$ cat src/hdl/amd_pkg.sv
`default_nettype none

package amd_pkg;

    localparam int unsigned YEAR_W  = 16;
    localparam int unsigned MONTH_W = 4;
    localparam int unsigned DAY_W   = 5;
    localparam int unsigned DELTA_W = 32;
    localparam int unsigned QUOT_W  = 28;   // |delta| / 12 < 2^28
    localparam int unsigned SUM_W   = 30;   // year + quotient never wraps here

    localparam logic [31:0] RECIP3        = 32'hAAAA_AAAB;   // ceil(2^33 / 3)
    localparam logic [12:0] RECIP25       = 13'd5243;        // ceil(2^17 / 25)
    localparam logic [4:0]  DIV25         = 5'd25;
    localparam logic [3:0]  MONTHS        = 4'd12;
    localparam logic [3:0]  MONTH_OCT     = 4'd10;
    localparam logic [4:0]  FEB_LEAP_DAYS = 5'd29;
    localparam logic [4:0]  SWITCH_DAY    = 5'd15;
    localparam logic [4:0]  SWITCH_FIRST  = 5'd5;
    localparam logic [15:0] SWITCH_YEAR   = 16'd1582;
    localparam logic signed [SUM_W-1:0] YEAR_MAX = 30'sd32767;

    localparam logic [2:0] CFG_ADDR_MODE = 3'd0;
    localparam logic       CFG_MODE_RESET = 1'b1;

    typedef struct packed {
        logic [YEAR_W-1:0]  year;
        logic [MONTH_W-1:0] month;
        logic [DAY_W-1:0]   day;
        logic [DELTA_W-1:0] delta;
        logic               is_null;
    } in_item_t;

    typedef struct packed {
        logic [YEAR_W-1:0]  year;
        logic [MONTH_W-1:0] month;
        logic [DAY_W-1:0]   day;
        logic [DAY_W-1:0]   start_last;
        logic [QUOT_W-1:0]  quot;
        logic               neg;
        logic [3:0]         mag_lo;
        logic               is_null;
    } quot_item_t;

    typedef struct packed {
        logic [YEAR_W-1:0]  year;
        logic [MONTH_W-1:0] month;
        logic [DAY_W-1:0]   day;
        logic [DAY_W-1:0]   start_last;
        logic               ovf;
        logic               is_null;
    } shift_item_t;

    typedef struct packed {
        logic [YEAR_W-1:0]  year;
        logic [MONTH_W-1:0] month;
        logic [DAY_W-1:0]   day;
        logic               is_null;
        logic               ovf;
    } out_item_t;

    // divisible by 100 <=> by 4 and by 25; by 400 <=> by 16 and by 25
    function automatic logic is_leap(input logic [YEAR_W-1:0] y, input logic julian_mode);
        logic [16:0] mag;
        logic [29:0] prod;
        logic [12:0] q25;
        logic [16:0] rem;
        logic        by4;
        logic        by16;
        logic        by25;
        mag  = y[15] ? (17'd0 - {1'b1, y}) : {1'b0, y};
        prod = {13'd0, mag} * {17'd0, RECIP25};
        q25  = prod[29:17];
        rem  = mag - 17'({4'd0, q25} * {12'd0, DIV25});
        by4  = (y[1:0] == 2'd0);
        by16 = (y[3:0] == 4'd0);
        by25 = (rem == 17'd0);
        if (julian_mode && ($signed(y) <= $signed(SWITCH_YEAR)))
            return by4;
        return by4 && (!by25 || by16);
    endfunction

    function automatic logic [DAY_W-1:0] month_len(input logic [MONTH_W-1:0] m,
                                                   input logic leap);
        logic [DAY_W-1:0] d;
        case (m)
            4'd4, 4'd6, 4'd9, 4'd11: d = 5'd30;
            4'd2:                    d = leap ? FEB_LEAP_DAYS : 5'd28;
            default:                 d = 5'd31;
        endcase
        return d;
    endfunction

endpackage

`default_nettype wire

$ cat src/hdl/amd_quot.sv
`default_nettype none

module amd_quot (
    input  wire                   clk,
    input  wire                   load,
    input  wire                   calendar_mode,
    input  amd_pkg::in_item_t     item,
    output amd_pkg::quot_item_t   result_reg
);

    logic [amd_pkg::MONTH_W-1:0] month_c;
    logic [31:0]                 mag;
    logic [61:0]                 prod;
    amd_pkg::quot_item_t         result_next;

    always_comb
    begin
        if (item.month == 4'd0)
            month_c = 4'd1;
        else if (item.month > amd_pkg::MONTHS)
            month_c = amd_pkg::MONTHS;
        else
            month_c = item.month;

        mag  = item.delta[31] ? (32'd0 - item.delta) : item.delta;
        // |delta| / 12 = (|delta| >> 2) / 3 by reciprocal
        prod = {32'd0, mag[31:2]} * {30'd0, amd_pkg::RECIP3};

        result_next.year       = item.year;
        result_next.month      = month_c;
        result_next.day        = item.day;
        result_next.start_last = amd_pkg::month_len(month_c,
                                     amd_pkg::is_leap(item.year, calendar_mode));
        result_next.quot       = prod[60:33];
        result_next.neg        = item.delta[31];
        result_next.mag_lo     = mag[3:0];
        result_next.is_null    = item.is_null;
    end

    always_ff @(posedge clk)
    begin
        if (load)
            result_reg <= result_next;
    end

endmodule

`default_nettype wire

$ cat src/hdl/amd_shift.sv
`default_nettype none

module amd_shift (
    input  wire                   clk,
    input  wire                   load,
    input  amd_pkg::quot_item_t   item,
    output amd_pkg::shift_item_t  result_reg
);

    logic [3:0]                        q12_lo;
    logic [3:0]                        rem;
    logic signed [5:0]                 srem;
    logic signed [5:0]                 nm0;
    logic signed [5:0]                 nm1;
    logic signed [amd_pkg::SUM_W-1:0]  squot;
    logic signed [amd_pkg::SUM_W-1:0]  carry;
    logic signed [amd_pkg::SUM_W-1:0]  ny;
    amd_pkg::shift_item_t              result_next;

    always_comb
    begin
        // remainder is below 12, so four bits of |delta| - 12*q suffice
        q12_lo = {item.quot[0], 3'b000} + {item.quot[1:0], 2'b00};
        rem    = item.mag_lo - q12_lo;
        srem   = item.neg ? -$signed({2'b00, rem}) : $signed({2'b00, rem});
        squot  = item.neg ? -$signed({2'b00, item.quot}) : $signed({2'b00, item.quot});
        nm0    = $signed({2'b00, item.month}) + srem;

        if (nm0 > $signed({2'b00, amd_pkg::MONTHS}))
        begin
            nm1   = nm0 - $signed({2'b00, amd_pkg::MONTHS});
            carry = 30'sd1;
        end
        else if (nm0 < 6'sd1)
        begin
            nm1   = nm0 + $signed({2'b00, amd_pkg::MONTHS});
            carry = -30'sd1;
        end
        else
        begin
            nm1   = nm0;
            carry = 30'sd0;
        end

        ny = $signed({{(amd_pkg::SUM_W - amd_pkg::YEAR_W){item.year[15]}}, item.year})
             + squot + carry;

        result_next.year       = ny[amd_pkg::YEAR_W-1:0];
        result_next.month      = nm1[3:0];
        result_next.day        = item.day;
        result_next.start_last = item.start_last;
        result_next.ovf        = (ny > amd_pkg::YEAR_MAX) || (ny < -amd_pkg::YEAR_MAX);
        result_next.is_null    = item.is_null;
    end

    always_ff @(posedge clk)
    begin
        if (load)
            result_reg <= result_next;
    end

endmodule

`default_nettype wire

$ cat src/hdl/amd_day.sv
`default_nettype none

module amd_day (
    input  wire                   clk,
    input  wire                   load,
    input  wire                   calendar_mode,
    input  amd_pkg::shift_item_t  item,
    output amd_pkg::out_item_t    result_reg
);

    logic [amd_pkg::DAY_W-1:0] end_last;
    logic                      take_last;
    logic                      in_gap;
    amd_pkg::out_item_t        result_next;

    always_comb
    begin
        end_last  = amd_pkg::month_len(item.month,
                        amd_pkg::is_leap(item.year, calendar_mode));
        take_last = ((item.day != 5'd0) && (item.day == item.start_last))
                    || (item.day >= end_last);
        // days dropped at the gregorian switch
        in_gap    = (item.year == amd_pkg::SWITCH_YEAR) && (item.month == amd_pkg::MONTH_OCT)
                    && (item.day >= amd_pkg::SWITCH_FIRST) && (item.day < amd_pkg::SWITCH_DAY);

        result_next.year    = '0;
        result_next.month   = '0;
        result_next.day     = '0;
        result_next.is_null = 1'b0;
        result_next.ovf     = 1'b0;

        if (item.is_null)
            result_next.is_null = 1'b1;
        else if (item.ovf)
            result_next.ovf = 1'b1;
        else
        begin
            result_next.year  = item.year;
            result_next.month = item.month;
            if (take_last)
                result_next.day = end_last;
            else if (in_gap)
                result_next.day = amd_pkg::SWITCH_DAY;
            else
                result_next.day = item.day;
        end
    end

    always_ff @(posedge clk)
    begin
        if (load)
            result_reg <= result_next;
    end

endmodule

`default_nettype wire

$ cat src/hdl/add_months_date.sv
`default_nettype none

// adds a signed month count to a calendar date with the end-of-month rule.
// one date is taken per clock while s_axis_tready is high, and each gives one result;
// the four register stages (input, divide by 12 and start month length,
// year/month shift, target month length and day) each advance independently,
// so a stalled output only holds back the stages behind it that are full.
// calendar_mode at address 0 selects julian leap years before 1583 (reset 1);
// write it only when no transaction is in flight.

module add_months_date (
    input  wire         clk,
    input  wire         rst_n,

    input  wire         s_axis_tvalid,
    output logic        s_axis_tready,
    // [15:0] start_year, [19:16] start_month, [24:20] start_day,
    // [56:25] month_delta, [63:57] zero
    input  wire  [63:0] s_axis_tdata,
    // [0] arg_is_null
    input  wire  [0:0]  s_axis_tuser,

    output logic        m_axis_tvalid,
    input  wire         m_axis_tready,
    // [15:0] out_year, [19:16] out_month, [24:20] out_day, [31:25] zero
    output logic [31:0] m_axis_tdata,
    // [0] out_is_null, [1] overflow
    output logic [1:0]  m_axis_tuser,

    input  wire         psel,
    input  wire         penable,
    input  wire         pwrite,
    input  wire  [2:0]  paddr,
    input  wire  [31:0] pwdata,
    output logic [31:0] prdata,
    output logic        pready
);

    logic                 mode_reg;
    logic                 mode_sel;
    logic [3:0]           valid_reg;
    logic [3:0]           valid_next;
    logic [4:0]           advance;
    amd_pkg::in_item_t    in_item_next;
    amd_pkg::in_item_t    in_item_reg;
    amd_pkg::quot_item_t  quot_item;
    amd_pkg::shift_item_t shift_item;
    amd_pkg::out_item_t   out_item;

    // configuration port
    assign pready   = 1'b1;
    assign mode_sel = (paddr[2] == amd_pkg::CFG_ADDR_MODE[2]);
    assign prdata   = mode_sel ? {31'd0, mode_reg} : 32'd0;

    always_ff @(posedge clk or negedge rst_n)
    begin
        if (!rst_n)
            mode_reg <= amd_pkg::CFG_MODE_RESET;
        else if (psel && penable && pwrite && pready && mode_sel)
            mode_reg <= pwdata[0];
    end

    // a stage loads when it is empty or its content moves on
    always_comb
    begin
        advance[4] = m_axis_tready;
        for (int i = 3; i >= 0; i--)
            advance[i] = !valid_reg[i] || advance[i+1];
        valid_next = {valid_reg[2:0], s_axis_tvalid};
    end

    assign s_axis_tready = advance[0];

    always_ff @(posedge clk or negedge rst_n)
    begin
        if (!rst_n)
            valid_reg <= '0;
        else
        begin
            for (int i = 0; i < 4; i++)
                if (advance[i])
                    valid_reg[i] <= valid_next[i];
        end
    end

    always_comb
    begin
        in_item_next.year    = s_axis_tdata[15:0];
        in_item_next.month   = s_axis_tdata[19:16];
        in_item_next.day     = s_axis_tdata[24:20];
        in_item_next.delta   = s_axis_tdata[56:25];
        in_item_next.is_null = s_axis_tuser[0];
    end

    always_ff @(posedge clk)
    begin
        if (advance[0])
            in_item_reg <= in_item_next;
    end

    amd_quot u_quot (
        .clk           (clk),
        .load          (advance[1]),
        .calendar_mode (mode_reg),
        .item          (in_item_reg),
        .result_reg    (quot_item)
    );

    amd_shift u_shift (
        .clk        (clk),
        .load       (advance[2]),
        .item       (quot_item),
        .result_reg (shift_item)
    );

    amd_day u_day (
        .clk           (clk),
        .load          (advance[3]),
        .calendar_mode (mode_reg),
        .item          (shift_item),
        .result_reg    (out_item)
    );

    assign m_axis_tvalid = valid_reg[3];
    assign m_axis_tdata  = {7'd0, out_item.day, out_item.month, out_item.year};
    assign m_axis_tuser  = {out_item.ovf, out_item.is_null};

endmodule

`default_nettype wire
$ cat config.mk
export PLATFORM = sky130hd
export DESIGN_NAME = add_months_date
export DESIGN_NICKNAME = d
export VERILOG_FILES = /design/src/hdl/amd_pkg.sv /design/src/hdl/amd_quot.sv /design/src/hdl/amd_shift.sv /design/src/hdl/amd_day.sv /design/src/hdl/add_months_date.sv
export SDC_FILE = /design/constraint.sdc
export NUM_CORES = 1
export LEC_CHECK = 0
export BUFFER_PORTS_ARGS = -buffer_cell sky130_fd_sc_hd__buf_2
export CAP_MARGIN = 20
export CORE_MARGIN = 2
export CORE_UTILIZATION = 52
export DETAILED_ROUTE_END_ITERATION = 8
export PLACE_DENSITY_LB_ADDON = 0.1
export SETUP_SLACK_MARGIN = 0.3
export SLEW_MARGIN = 20
export SYNTH_ARGS = -nofsm -noshare
export SYNTH_HDL_FRONTEND = slang
export SYNTH_HIERARCHICAL = 1
export SYNTH_SLANG_ARGS = --single-unit
$ cat constraint.sdc
create_clock -name clk -period 14.3 [get_ports clk]
set_input_delay 1.43 -clock clk [delete_from_list [all_inputs] [get_ports clk]]
set_output_delay 1.43 -clock clk [all_outputs]
set_load 0.01 [all_outputs]
-- Yosys cells after proc, flatten, opt, wreduce, memory -nomap -nowiden
Index checks and enable logic that the tools add are counted.
Widths: inputs -> output; s select.
- flip-flop bits (word level): 186
- bits in latches: 0
- memory bits (writable): 0
- ROM bits: 0
- input bits: 107
- output and inout bits: 69
- word-level logic and storage cells: 134
- memories kept: 0
- add/subtract/negate cells: 14
- multiply operators: 5
- div/mod/pow operators: 0
- $lt $le $gt $ge: 10
- eq/ne operators: 13
- shift operators: 0
- multiplexer cells: 26
- bitwise logic cells: 1
- reduce and logical (&&, ||, !) cells: 36
- operators by type and width (kind ; count):
    $mux 30 ; 3
    $mul 30x32->61 const B ; 1
    $mul 17x13->30 const B ; 2
    $logic_not 17->1 ; 2
    $mul 13x5->17 const B ; 2
    $mux 17 ; 2
    $sub 1x17->17 const A ; 2
    $sub 17x17->17 ; 2
    $le 16x12->1 const B ; 2
    $mux 32 ; 1
    $sub 1x32->32 const A ; 1
    $add 16x30->30 ; 1
    $add 30x30->30 ; 1
    $gt 30x16->1 const B ; 1
    $lt 30x16->1 const B ; 1
    $neg 28->30 ; 1
    $eq 4x4->1 const B ; 5
    $pmux 5 s2 ; 2
    $eq 16x11->1 const B ; 1
    $eq 4x3->1 const B ; 4
    $mux 4 ; 4
    $logic_not 4->1 ; 3
    $logic_and 1x1->1 ; 11
    $mux 1 ; 11
    23 further kinds ; 39

-- Longest topological paths before layout
- depth in word-level cells: 15
- depth in mapped cells: 49
- mapped depth without buffers: 49

-- Hierarchy
The synthesis kept the hierarchy.
- modules (own cells, without submodules) (module ; instances ; cells an instance ; area an instance (um^2) ; seq. area each (um^2)):
    amd_quot ; 1 ; 2063 ; 20432.1 ; 1831.8
    amd_day ; 1 ; 781 ; 7398.3 ; 810.8
    amd_shift ; 1 ; 521 ; 4591.9 ; 960.9
    add_months_date ; 1 ; 116 ; 2258.4 ; 1868.0

-- Least setup slack after synthesis
Ideal clock, no wire load.
- kind: register -> register
- from: register in_item_reg[42] (netlist bit)
- to: register u_quot/result_reg[34] (netlist bit), data pin
- library setup time: 281 ps
- arrival: 10631 ps
- required time: 14019 ps
- slack: 3388 ps
- cell stages (with the launch flop): 40
- path buffers: 1
- period minus slack after synthesis: 10912 ps
- path through: edfxtp_1 inv_1 ha_1 or3b_1 or3_1 or4_1 o41ai_1 xor2_1 inv_1 ha_1 ha_1 inv_1 fa_1 fa_1 fa_1 inv_1 ha_1 o21ai_0 [... 4 more ...] a211oi_1 or3_1 a21oi_1 xnor3_1 fa_1 fa_1 inv_1 ha_1 clkbuf_1 nor2_1 mux2_2 a2111oi_0 nand4_1 a2111oi_0 o211ai_1 a211oi_1 o2111a_1 a41oi_1
- RTL lines (element ; RTL line ; text):
    from (decl) ; add_months_date.sv:45 ; amd_pkg::in_item_t in_item_reg;
    from (signal assigned) ; add_months_date.sv:98 ; in_item_reg <= in_item_next;
    to (signal assigned) ; amd_quot.sv:43 ; result_reg <= result_next;
    to (decl) ; amd_quot.sv:8 ; output amd_pkg::quot_item_t result_reg

==> flow_metrics.tcl <==
set metrics [dict create \
    drt_iter0_markers 1115 \
    synth_xor_area_share_pct 6.285 \
    synth_area_um2 34680 \
    async_reset_ff_share_pct 2.732 \
    yosysUniqueCellTypes 117 \
    crit_path_end_kind "flop" \
    synth-seq-area-share_pct 15.78 \
    yosysWarnings 6 \
    finalHoldViolCount 0 \
    met2_length_um 38940 \
    met1Wirelength_um 34300 \
    cp_slowest_cell "xor2_1" \
    synth_top_cell_by_area "fa_1" \
    top_layer "met4" \
    maxCapViolations 0 \
    synth-edff-count 178 \
    avgSynthCellArea_um2 9.963 \
    synth_top_family_by_area "adder cells" \
    path_buf_inv 5 \
    cts_root_buffer "clkbuf_16" \
    htree_levels 4 \
    synth-compound-area-share_pct 10.70 \
    fin_skew_ns 0.02570 \
    io_buffers 96 \
    routed-wl-met3_um 2669 \
    cts_buffers 17 \
    grt_pass1_wl_um 129000 \
    rows 94 \
    yosys.area_share.simple_pct 8.605 \
    largest_reg_flops 61 \
    holdBufCountCts 0 \
    synthAdderAreaFrac_pct 47.88 \
    synthMuxAreaShare_pct 0.6314 \
    period_needed_ns 12.81 \
    drv_slew 0 \
    synth_area_leaders "fa_1 (26%), ha_1 (22%), edfxtp_1 (15%)" \
    first_global_vias 25327 \
    vias 23884 \
    clock_path_buffers 2 \
    core_area_um2 65860 \
    arrival_ns 13.02 \
    drive_above_1_share_pct 6.502 \
    grt_setup_unrepaired "false" \
    die_h_um 262.3 \
    fill_cells 5839 \
    grt_max_degree 63 \
    outcome "complete, no violations" \
    grt-ovfl-total 0 \
    worstPathRequired_ns 14.51 \
    cts_tree "done" \
    slew-limit-headroom_pct 29.14 \
    worstMarginPinSlew_ns 1.059 \
    antenna_left 0 \
    cts_setup_buffers 0 \
    area_delta_synth_final_pct 5.902 \
    worstSetupPathType "flop to flop" \
    worstPathMaxFanout 11 \
    dieArea_um2 68780 \
    crit_family "adder cells" \
    hold_path.class "flop to flop" \
    synth_ff_type "edfxtp_1" \
    wl_um 77250 \
    drcViolationCount 0 \
    ctsResizeCount 0 \
    die_w_um 262.3 \
    finalCritPeriodShare_pct 89.59 \
    wl_per_cell_um 17.31 \
    grtUsageTotal_pct 23.17 \
    initial_core_util_pct 52.66 \
    setup_viol 0 \
    fmax_ghz 0.07806 \
    antenna_found_initial 0 \
    io_pins 176 \
    hpwl_um 67710 \
    routed_via_density 5.350 \
    ys_ff_latch 183 \
    clk_pin_slew_ns 0.09 \
    synth_commonest_cells "inv_1 (783), ha_1 (607), fa_1 (450)" \
    final_nets 4750 \
    synth_top_area_share_pct 25.98 \
    critPathMaxStageDelay_ns 0.87 \
    place_area_um2 36090 \
    yosysMostFrequentCell "inv_1" \
    clk_latency_ns 0.48 \
    syn_inst 3481 \
    cpMostUsedCell "ha_1" \
    fin_tns_setup_ns 0 \
    fin_area_um2 36730 \
    gp_congestion 0.9377 \
    cp-start-kind "flop" \
    drt_first_pass_iters 7 \
    clock_sinks 183 \
]
placed cells by master (no fill, tap or decap), types with 43 or more instances in the layout:
cell type  count
edfxtp_1     178
nor3_1        43
fa_1         450
conb_1        58
a21oi_1      130
xor2_1        92
o21ai_0       95
ha_1         607
xnor2_1      145
nand2_1      132
buf_2         96
a21o_1        65
inv_1        783
nor2_1       113
path summary, 6_finish.rpt:
| check | start | endpoint | slack, ns | depth (start not counted) |
|---|---|---|---|---|
| hold / removal | u_quot/result_reg[35] | u_shift/result_reg[3] | 0.41 | 0 |
| setup / recovery | in_item_reg[42] | u_quot/result_reg[34] | 1.49 | 37 |
| hold reg to reg | u_quot/result_reg[35] | u_shift/result_reg[3] | 0.41 | 0 |
| min in group asynchronous | rst_n | valid_reg[2] | 0.74 | 1 |
| max in group asynchronous | rst_n | mode_reg | 13.34 | 1 |
| setup reg to reg | in_item_reg[42] | u_quot/result_reg[34] | 1.49 | 37 |
cell type report:
cell class	instances	area [um^2]	area share, %
well taps	864	1081	2.943
diodes	1	2.502	0.006813
flip-flops and latches	183	5472	14.90
clock inverters	15	206.4	0.5621
repair buffers	115	623.1	1.697
multi-input cells	2478	25920	70.58
clock buffers	17	425.4	1.158
inverters	791	2995	8.156
cell families after synthesis:
| group | after synthesis |
|---|---|
| AOI/OAI and AO/OA | 541 |
| xor gates and xnor gates | 243 |
| and+or+nand+nor | 558 |
| buffers and inverters | 872 |
| other | 6 |
| DFF | 183 |
| adders and majority gates | 1057 |
| muxes | 21 |
worst reg2reg max path: cells and delay by family (launching register included):
family	cells	cell delay, ns
buffers and inverters	5	0.76
multiplexers	1	0.35
flip-flops	1	0.62
XOR/XNOR	1	0.87
adder cells (fa/ha/maj)	11	4.61
AND/OR/NAND/NOR	5	1.60
AO/OA/AOI/OAI	14	3.73
metal layers:
| metal | GRT usage [%] | vias up |
|---|---|---|
| met1 | 30.39 | 11772 |
| met4 | 5.190 | 0 |
| li1 | - | 11700 |
| met2 | 41.13 | 359 |
| met5 | 0 | - |
| met3 | 2.534 | 53 |
through the flow:
step | util [%] | std cells | hold slack, ns | setup slack, ns
4_1_cts | 55.75 | 4462 | 0.4190 | 1.609
3_3_place_gp | 54.79 | 4430 | 0.4043 | 1.821
3_5_place_dp | 54.79 | 4430 | 0.4045 | 1.672
5_1_grt | 55.76 | 4463 | 0.4198 | 0.5289
6_report | 55.76 | 4464 | 0.4148 | 1.489
2_1_floorplan | - | 3533 | 0.4003 | 3.388
Power is left out: the tool's default activity adds up to more than one toggle a clock period on the data nets, which glitch-free logic cannot reach.
